File: config.mk
export PLATFORM = sky130hd
export DESIGN_NAME = integer_to_word_tokens_top
export DESIGN_NICKNAME = d
export VERILOG_FILES = /design/src/iwt_pkg.sv /design/src/iwt_front.sv /design/src/iwt_fifo.sv /design/src/iwt_back.sv /design/src/integer_to_word_tokens_top.sv
export SDC_FILE = /design/constraint.sdc
export NUM_CORES = 1
export LEC_CHECK = 0
export BUFFER_PORTS_ARGS = -buffer_cell sky130_fd_sc_hd__buf_4
export CAP_MARGIN = 10
export CORE_UTILIZATION = 65
export DETAILED_ROUTE_END_ITERATION = 6
export PLACE_DENSITY = 0.82
export SLEW_MARGIN = 5
export SYNTH_ARGS = -nofsm -noshare
export SYNTH_HDL_FRONTEND = slang
export SYNTH_SLANG_ARGS = --single-unit
File: constraint.sdc
create_clock -name clk_i -period 30.7 [get_ports clk_i]
set_input_delay 6.14 -clock clk_i [delete_from_list [all_inputs] [get_ports clk_i]]
set_output_delay 6.14 -clock clk_i [all_outputs]
set_load 0.02 [all_outputs]
File: src/iwt_pkg.sv
// Shared types, token codes and digit helpers for the integer-to-word-token block.
package iwt_pkg;

  localparam int unsigned ValW      = 31;
  localparam int unsigned PowW      = ValW + 4;
  localparam int unsigned NumDigits = 10;
  localparam int unsigned TokW      = 5;
  localparam int unsigned NumGroups = 4;
  localparam int unsigned GrpSlots  = 5;
  localparam int unsigned SlotW     = 3;
  localparam int unsigned GrpW      = 2;
  localparam int unsigned FifoDepth = 2;

  // Word token codes
  localparam logic [TokW-1:0] TokZero     = 5'd0;
  localparam logic [TokW-1:0] TokTenBase  = 5'd10;
  localparam logic [TokW-1:0] TokTensBase = 5'd18;
  localparam logic [TokW-1:0] TokHundred  = 5'd28;
  localparam logic [TokW-1:0] TokThousand = 5'd29;
  localparam logic [TokW-1:0] TokMillion  = 5'd30;
  localparam logic [TokW-1:0] TokBillion  = 5'd31;

  typedef logic [3:0] bcd_t;
  // Index 0 is the most significant (billions) digit
  typedef bcd_t [NumDigits-1:0] digits_t;

  // Place value of each digit position, most significant first
  localparam logic [PowW-1:0] POW10 [NumDigits] = '{
    35'd1000000000, 35'd100000000, 35'd10000000, 35'd1000000, 35'd100000,
    35'd10000, 35'd1000, 35'd100, 35'd10, 35'd1
  };

  typedef struct packed {
    bcd_t            digit;
    logic [ValW-1:0] rem;
  } step_t;

  // Word tokens of one three-digit group and how many there are
  typedef struct packed {
    logic [GrpSlots-1:0][TokW-1:0] tok;
    logic [SlotW-1:0]              cnt;
  } grp_tok_t;

  // Pull one decimal digit off a remainder at a given place value
  function automatic step_t dec_step(input logic [ValW-1:0] r, input logic [PowW-1:0] pw);
    step_t           s;
    logic [PowW-1:0] m;
    logic [PowW-1:0] sel;
    s     = '0;
    sel   = '0;
    for (int k = 1; k < 10; k++) begin
      m = pw * PowW'(k);
      if ({4'b0000, r} >= m) begin
        s.digit = 4'(k);
        sel     = m;
      end
    end
    s.rem = r - sel[ValW-1:0];
    return s;
  endfunction

  // Build the token list of one group: hundreds, tens or teen, units, scale
  function automatic grp_tok_t group_tokens(input bcd_t h, input bcd_t t, input bcd_t u,
                                            input logic has_scale,
                                            input logic [TokW-1:0] scale);
    grp_tok_t         g;
    logic [SlotW-1:0] n;
    g = '0;
    n = '0;
    if (h != 4'd0) begin
      g.tok[n] = {1'b0, h};
      n        = n + 3'd1;
      g.tok[n] = TokHundred;
      n        = n + 3'd1;
    end
    if (t >= 4'd2) begin
      g.tok[n] = TokTensBase + {1'b0, t};
      n        = n + 3'd1;
      if (u != 4'd0) begin
        g.tok[n] = {1'b0, u};
        n        = n + 3'd1;
      end
    end else if (t == 4'd1) begin
      g.tok[n] = TokTenBase + {1'b0, u};
      n        = n + 3'd1;
    end else if (u != 4'd0) begin
      g.tok[n] = {1'b0, u};
      n        = n + 3'd1;
    end
    if ((n != 3'd0) && has_scale) begin
      g.tok[n] = scale;
      n        = n + 3'd1;
    end
    g.cnt = n;
    return g;
  endfunction

endpackage

File: src/iwt_front.sv
// Front end: pipelined binary-to-decimal split, one digit per stage.
module iwt_front import iwt_pkg::*; (
  input  logic            clk_i,
  input  logic            rst_ni,
  input  logic            in_valid_i,
  output logic            in_ready_o,
  input  logic [ValW-1:0] value_i,
  output logic            push_valid_o,
  input  logic            push_ready_i,
  output digits_t         push_digits_o
);

  logic [NumDigits-1:0] vld_q;
  logic [ValW-1:0]      rem_q [NumDigits-1];
  digits_t              dig_q [NumDigits];
  logic                 adv;

  // Advance the whole pipe unless the last stage is held by a full queue
  assign adv          = !vld_q[NumDigits-1] || push_ready_i;
  assign in_ready_o   = adv;
  assign push_valid_o = vld_q[NumDigits-1];
  assign push_digits_o = dig_q[NumDigits-1];

  always_ff @(posedge clk_i or negedge rst_ni) begin
    if (!rst_ni) begin
      vld_q <= '0;
    end else if (adv) begin
      vld_q <= {vld_q[NumDigits-2:0], in_valid_i};
    end
  end

  for (genvar k = 0; k < NumDigits; k++) begin : g_stage
    logic [ValW-1:0] rin;
    digits_t         din;
    digits_t         dnext;
    step_t           st;

    if (k == 0) begin : g_first
      assign rin = value_i;
      assign din = '0;
    end else begin : g_rest
      assign rin = rem_q[k-1];
      assign din = dig_q[k-1];
    end

    // Extract the digit at this place value
    always_comb begin
      st       = dec_step(rin, POW10[k]);
      dnext    = din;
      dnext[k] = st.digit;
    end

    always_ff @(posedge clk_i) begin
      if (adv) begin
        dig_q[k] <= dnext;
      end
    end

    if (k < NumDigits - 1) begin : g_rem
      always_ff @(posedge clk_i) begin
        if (adv) begin
          rem_q[k] <= st.rem;
        end
      end
    end
  end

endmodule

File: src/iwt_fifo.sv
// Small request queue between the digit front end and the token back end.
module iwt_fifo import iwt_pkg::*; #(
  parameter int unsigned Depth = FifoDepth
) (
  input  logic    clk_i,
  input  logic    rst_ni,
  input  logic    push_valid_i,
  output logic    push_ready_o,
  input  digits_t push_data_i,
  output logic    pop_valid_o,
  input  logic    pop_ready_i,
  output digits_t pop_data_o
);

  localparam int unsigned PtrW = (Depth > 1) ? $clog2(Depth) : 1;
  localparam int unsigned CntW = $clog2(Depth + 1);

  digits_t         mem_q [Depth];
  logic [PtrW-1:0] wr_ptr_q, rd_ptr_q;
  logic [CntW-1:0] cnt_q;
  logic            push, pop;

  assign push_ready_o = cnt_q != CntW'(Depth);
  assign pop_valid_o  = cnt_q != '0;
  assign push         = push_valid_i && push_ready_o;
  assign pop          = pop_valid_o && pop_ready_i;
  assign pop_data_o   = mem_q[rd_ptr_q];

  // Store an incoming request
  always_ff @(posedge clk_i) begin
    if (push) begin
      mem_q[wr_ptr_q] <= push_data_i;
    end
  end

  // Advance pointers and occupancy
  always_ff @(posedge clk_i or negedge rst_ni) begin
    if (!rst_ni) begin
      wr_ptr_q <= '0;
      rd_ptr_q <= '0;
      cnt_q    <= '0;
    end else begin
      if (push) begin
        wr_ptr_q <= (wr_ptr_q == PtrW'(Depth - 1)) ? '0 : wr_ptr_q + PtrW'(1);
      end
      if (pop) begin
        rd_ptr_q <= (rd_ptr_q == PtrW'(Depth - 1)) ? '0 : rd_ptr_q + PtrW'(1);
      end
      if (push && !pop) begin
        cnt_q <= cnt_q + CntW'(1);
      end else if (pop && !push) begin
        cnt_q <= cnt_q - CntW'(1);
      end
    end
  end

endmodule

File: src/iwt_back.sv
// Back end: walks the groups of one request and emits one word token a cycle while the receiver is ready.
module iwt_back import iwt_pkg::*; (
  input  logic            clk_i,
  input  logic            rst_ni,
  input  logic            pop_valid_i,
  output logic            pop_ready_o,
  input  digits_t         pop_digits_i,
  output logic            out_valid_o,
  input  logic            out_ready_i,
  output logic [TokW-1:0] word_token_o,
  output logic            last_word_o
);

  digits_t          dig_q;
  logic             busy_q, busy_d;
  logic [GrpW-1:0]  gi_q, gi_d;
  logic [SlotW-1:0] si_q, si_d;
  logic             oval_q;
  logic [TokW-1:0]  otok_q;
  logic             olast_q;

  grp_tok_t             grp [NumGroups];
  logic [NumGroups-1:0] nz;
  logic [GrpW-1:0]      cur;
  logic                 found, more;
  logic                 grp_done, last, emit, pop;
  logic [TokW-1:0]      tok;

  // Token lists of the billion, million, thousand and unit groups
  always_comb begin
    grp[0] = group_tokens(4'd0, 4'd0, dig_q[0], 1'b1, TokBillion);
    grp[1] = group_tokens(dig_q[1], dig_q[2], dig_q[3], 1'b1, TokMillion);
    grp[2] = group_tokens(dig_q[4], dig_q[5], dig_q[6], 1'b1, TokThousand);
    grp[3] = group_tokens(dig_q[7], dig_q[8], dig_q[9], 1'b0, TokZero);
    for (int g = 0; g < NumGroups; g++) begin
      nz[g] = grp[g].cnt != '0;
    end
  end

  // Find the current nonempty group and whether any follows it
  always_comb begin
    cur   = '0;
    found = 1'b0;
    more  = 1'b0;
    for (int g = NumGroups - 1; g >= 0; g--) begin
      if (nz[g] && (GrpW'(g) >= gi_q)) begin
        cur   = GrpW'(g);
        found = 1'b1;
      end
    end
    for (int g = 0; g < NumGroups; g++) begin
      if (nz[g] && (GrpW'(g) > cur)) begin
        more = 1'b1;
      end
    end
  end

  assign tok      = found ? grp[cur].tok[si_q] : TokZero;
  assign grp_done = !found || ((si_q + SlotW'(1)) == grp[cur].cnt);
  assign last     = grp_done && !more;
  assign emit     = busy_q && (!oval_q || out_ready_i);
  assign pop_ready_o = !busy_q || (emit && last);
  assign pop      = pop_valid_i && pop_ready_o;

  // Step through slots and groups; load the next request on the last token
  always_comb begin
    busy_d = busy_q;
    gi_d   = gi_q;
    si_d   = si_q;
    if (pop) begin
      busy_d = 1'b1;
      gi_d   = '0;
      si_d   = '0;
    end else if (emit && last) begin
      busy_d = 1'b0;
    end else if (emit) begin
      if (grp_done) begin
        gi_d = cur + GrpW'(1);
        si_d = '0;
      end else begin
        si_d = si_q + SlotW'(1);
      end
    end
  end

  always_ff @(posedge clk_i or negedge rst_ni) begin
    if (!rst_ni) begin
      busy_q <= 1'b0;
      gi_q   <= '0;
      si_q   <= '0;
      oval_q <= 1'b0;
    end else begin
      busy_q <= busy_d;
      gi_q   <= gi_d;
      si_q   <= si_d;
      if (emit) begin
        oval_q <= 1'b1;
      end else if (out_ready_i) begin
        oval_q <= 1'b0;
      end
    end
  end

  // Hold the request digits and the output token
  always_ff @(posedge clk_i) begin
    if (pop) begin
      dig_q <= pop_digits_i;
    end
    if (emit) begin
      otok_q  <= tok;
      olast_q <= last;
    end
  end

  assign out_valid_o  = oval_q;
  assign word_token_o = otok_q;
  assign last_word_o  = olast_q;

endmodule

File: src/integer_to_word_tokens_top.sv
// Top level of the integer-to-word-token converter.
//
// Input channel (in_valid_i/in_ready_o/value_i) takes one 31-bit value per
// request. Output channel (out_valid_o/out_ready_i) returns the English
// reading as word tokens, one per cycle while the receiver is ready, with
// last_word_o set on the final token of each value. Zero yields the
// single token Zero. A ten-stage front pipe splits the value into decimal
// digits, one digit per stage, and hands the digits through a short
// queue to the back end, which walks the billion, million, thousand and
// unit groups.
// Throughput: the back end emits one token per cycle while the receiver
// is ready, and a value has 1 to 16 tokens; the front keeps accepting
// values while earlier ones are emitted until the queue fills.
// Reset clears all valid flags and sequencing state; nothing is in flight.
// When the receiver stalls, the output register holds its token, the back
// end pauses, the queue fills and the front pipe and in_ready_o stall.
module integer_to_word_tokens_top import iwt_pkg::*; #(
  parameter int unsigned QueueDepth = FifoDepth
) (
  input  logic            clk_i,
  input  logic            rst_ni,
  input  logic            in_valid_i,
  output logic            in_ready_o,
  input  logic [ValW-1:0] value_i,
  output logic            out_valid_o,
  input  logic            out_ready_i,
  output logic [TokW-1:0] word_token_o,
  output logic            last_word_o
);

  logic    push_valid, push_ready, pop_valid, pop_ready;
  digits_t push_digits, pop_digits;

  iwt_front u_front (
    .clk_i        (clk_i),
    .rst_ni       (rst_ni),
    .in_valid_i   (in_valid_i),
    .in_ready_o   (in_ready_o),
    .value_i      (value_i),
    .push_valid_o (push_valid),
    .push_ready_i (push_ready),
    .push_digits_o(push_digits)
  );

  iwt_fifo #(
    .Depth(QueueDepth)
  ) u_fifo (
    .clk_i       (clk_i),
    .rst_ni      (rst_ni),
    .push_valid_i(push_valid),
    .push_ready_o(push_ready),
    .push_data_i (push_digits),
    .pop_valid_o (pop_valid),
    .pop_ready_i (pop_ready),
    .pop_data_o  (pop_digits)
  );

  iwt_back u_back (
    .clk_i       (clk_i),
    .rst_ni      (rst_ni),
    .pop_valid_i (pop_valid),
    .pop_ready_o (pop_ready),
    .pop_digits_i(pop_digits),
    .out_valid_o (out_valid_o),
    .out_ready_i (out_ready_i),
    .word_token_o(word_token_o),
    .last_word_o (last_word_o)
  );

endmodule

==> results.sh <==
export IMPL_status="complete, no violations"
export IMPL_layout_nets=3194
export IMPL_cts_resized=0
export IMPL_layout_drive_gt1_share_pct=8.312
export IMPL_switching_share_pct=37.63
export IMPL_crit_fanout=8
export IMPL_antenna_found_initial=0
export IMPL_overflow=0
export IMPL_cts_sinks=620
export IMPL_p_switching_w=0.001488
export IMPL_pin_count=43
export IMPL_drc=0
export IMPL_pwr_share_clk_pct=19.1
export IMPL_hp_start="u_front.rem_q[0][217]"
export IMPL_root_buffer="clkbuf_16"
export IMPL_maxSlewHeadroom_pct=20.15
export IMPL_finalSetupTns_ns=0
export IMPL_placeableCoreArea_sq_um=50480
export IMPL_die_w_um=228.8
export IMPL_die_area_sq_um=52340
export IMPL_syn_avg_cell_area_sq_um=11.24
export IMPL_synth_cells=2975
export IMPL_die_h_um=228.8
export IMPL_core_rowCount=82
export IMPL_grt_first_pass_wirelength_um=119400
export IMPL_fillerInstances=3495
export IMPL_htree_levels=2
export IMPL_synth_area_sq_um=33430
export IMPL_max_vdd_ir_drop_uv=87.16
export IMPL_clkLatencyLatePin_ns=0.63
export IMPL_worst_setup_path_start_kind="primary input"
export IMPL_fmax_mhz=91.30
export IMPL_r2r_end="u_back.dig_q[6]"
export IMPL_pwr_density_cell_nw_per_um2=108.6
export IMPL_p_leak_nw=13.27
export IMPL_worst_r2r_setup_slack_ns=23.38
export IMPL_cts_tree="yes"
export IMPL_initial_core_util_pct=66.22
export IMPL_postRouteAntennaNets=0
export IMPL_routed_via_density=6.372
export IMPL_synth_edf_count=599
export IMPL_setup_viol_count_final=0
export IMPL_sequentialPowerShare_pct=46.7
export IMPL_vias=23750
export IMPL_hold_class="flop to flop"
export IMPL_timing_rr_start="u_back.dig_q[5]"
export IMPL_synthArstFlopShare_pct=3.387
export IMPL_drtIter0Drc=2302
export IMPL_cts_path_max_buffers=3
export IMPL_synthesis_nets=3166
export IMPL_rsz0062_at_grt="false"
export IMPL_rr_worst_depth=20
export IMPL_multiInputGateArea_sq_um=14080
export IMPL_ys_ff_latch=620
export IMPL_fin_ws_ns=19.75
export IMPL_post_cts_setup_buffers=0
export IMPL_arrival_ns=11.39
export IMPL_holdWs_ns=0.4164
export IMPL_hold_depth=0
export IMPL_yosysWarnings=0
export IMPL_gp_congestion=0.9378
export IMPL_synth_main_ff_cell="edfxtp_1"
export IMPL_synth_top_area_cell="edfxtp_1"
export IMPL_ys_types=80
export IMPL_worst_slew_pin_slew_ns=1.198
export IMPL_area_growth_synth_to_final_pct=8.987
export IMPL_required_ns=31.14
export IMPL_hpwl_um=50970
export IMPL_grt_use_total_pct=27.91
export IMPL_n_antenna_cell=0
export IMPL_utilization_pct=72.17
export IMPL_seqCellArea_sq_um=18510
export IMPL_grt_max_degree=95
export IMPL_first_pass_iters=7
export IMPL_ctsHoldBuffers=0
export IMPL_finalCriticalPeriod_ns=10.95
export IMPL_end_kind="flop"
export IMPL_slew_violations=0
export IMPL_intPower_w=0.002467
export IMPL_pre_cts_ws_ns=19.13
export IMPL_cts_buffers=61
export IMPL_grt_pass1_vias=23400
export IMPL_skew_ns=0.01369
export IMPL_port_buffers=42
export IMPL_ys_seq_area_share_pct=55.38
export IMPL_drv_cap=0
export IMPL_p_comb_share_pct=34.1
export IMPL_drt_total_wl_um=72880
export IMPL_synth_top_area_share_pct=53.81
export IMPL_ys_top_cells_by_area="edfxtp_1, ha_1, xnor2_1, nor2_1, a21oi_1"
export IMPL_period_share_pct=35.68
export IMPL_min_to="u_front.rem_q[0][248]"
export IMPL_post_drt_wl_per_cell_um=19.55
export IMPL_clk_pin_slew_worst_paths_ns=0.06
export IMPL_worst_setup_path_type="primary input to flop"
export IMPL_hold_viol=0
[area by class of cell]
class                           count  share of cell area [%]
Clock buffer                       68                   4.262
Multi-Input combinational cell   2131                   38.64
Clock inverter                     48                   1.412
Sequential cell                   620                   50.82
Timing Repair Buffer               60                   1.236
Inverter                          129                   1.329
Tap cell                          672                   2.308
[cell usage after synthesis, types with 22 or more instances]
cell      number
a21boi_0      22
a21o_1        45
a21oi_1      189
a31oi_1       36
and2_1        28
and3_1        22
clkbuf_1      89
edfxtp_1     599
ha_1         147
inv_1        126
mux2_2        48
nand2_1      210
nand2b_1      59
nand3_1       81
nand4_1       25
nor2_1       256
nor2b_1       43
nor3_1       102
nor4_1        57
o21a_1        32
o21ai_0      174
o31ai_1       28
or3_1         33
xnor2_1      116
xor2_1        88
[power groups by stage]
| stage | Sequential [W] | Clock [W] | Combinational (W) |
|---|---|---|---|
| after floorplan | 0.00178 | 0 | 0.00112 |
| after global placement | 0.00183 | 0 | 0.00127 |
| after detailed placement | 0.00185 | 0 | 0.00133 |
| after CTS | 0.00183 | 0.000771 | 0.00134 |
| after global routing | 0.00188 | 0.000804 | 0.00150 |
| final | 0.00185 | 0.000757 | 0.00135 |
[layer usage]
metal | part of all wire (%) | global-route usage (%) | routed length (um)
met5 | 0 | 0 | 0
met1 | 42 | 36.31 | 30370
met2 | 50 | 48.41 | 36310
met4 | 2.5 | 8.500 | 1850
met3 | 6.0 | 4.129 | 4350
[placed cells by master (no fill, tap or decap), drive strengths merged, types with 68 or more instances in the layout]
cell      n
nor2    256
edfxtp  599
o21ai   181
a21oi   189
inv     133
xnor2   116
nor3    103
nand2   210
xor2     88
ha      147
nand3    81
clkbuf   68
[metrics by stage]
step / cells / cell area [sq um] / total power [W]
6_report: 3728 / 36430 / 0.003955
2_1_floorplan: 2975 / 33430 / 0.002898
3_3_place_gp: 3612 / 34360 / 0.003096
5_1_grt: 3728 / 36430 / 0.004190
3_5_place_dp: 3612 / 34360 / 0.003173
4_1_cts: 3728 / 36430 / 0.003945
[flip-flops by register name, indices dropped and copies added, names as in the netlist, 2 cells and up]
register / flops
u_front.rem_q: 279
u_front.dig_q: 200
u_fifo.mem_q: 76
u_back.dig_q: 38
u_front.vld_q: 10
u_back.word_token_o: 5
u_back.si_q: 3
u_back.gi_q: 2
u_fifo.cnt_q: 2
[kinds of logic after synthesis]
logic type | after synthesis | share of synthesized area, %
compound gates | 706 | 13.53
buf+inv | 224 | 2.530
flops | 620 | 55.38
simple gates | 1005 | 15.16
mux | 60 | 2.014
xor+xnor | 204 | 5.345
fa+ha+maj | 156 | 6.041
[worst max-delay path, cell delays in order]
cell,delay [ns]
buf_4,0.12
o21ai_0,0.17
a21oi_1,0.11
o21ai_0,0.17
nand2b_1,0.07
a311oi_1,0.30
nor2_1,0.09
o2111ai_1,0.68
inv_1,0.26
nor2_1,0.23
inv_1,0.18
ha_1,0.37
nor2b_1,0.13
o21ai_0,0.12
a21boi_0,0.32
o211ai_1,0.16
a31oi_1,0.31
a41oi_1,0.23
a311oi_1,0.62
and2_1,0.21
o21ai_0,0.08
a221oi_1,0.28
[worst max path at each step]
| stage | startpoint | endpoint | slack [ns] | cells after the start |
|---|---|---|---|---|
| floorplan | u_fifo.cnt_q[0] | in_ready_o | 10.57 | 3 |
| global placement | value_i[10] | u_front.rem_q[0][27] | 19.34 | 22 |
| detailed placement | value_i[10] | u_front.rem_q[0][27] | 19.13 | 22 |
| CTS | value_i[10] | u_front.rem_q[0][27] | 19.80 | 22 |
| global route | value_i[10] | u_front.rem_q[0][27] | 19.11 | 22 |
| finish | value_i[10] | u_front.rem_q[0][27] | 19.75 | 22 |
Note: power is estimated with default switching activity, not from simulation.
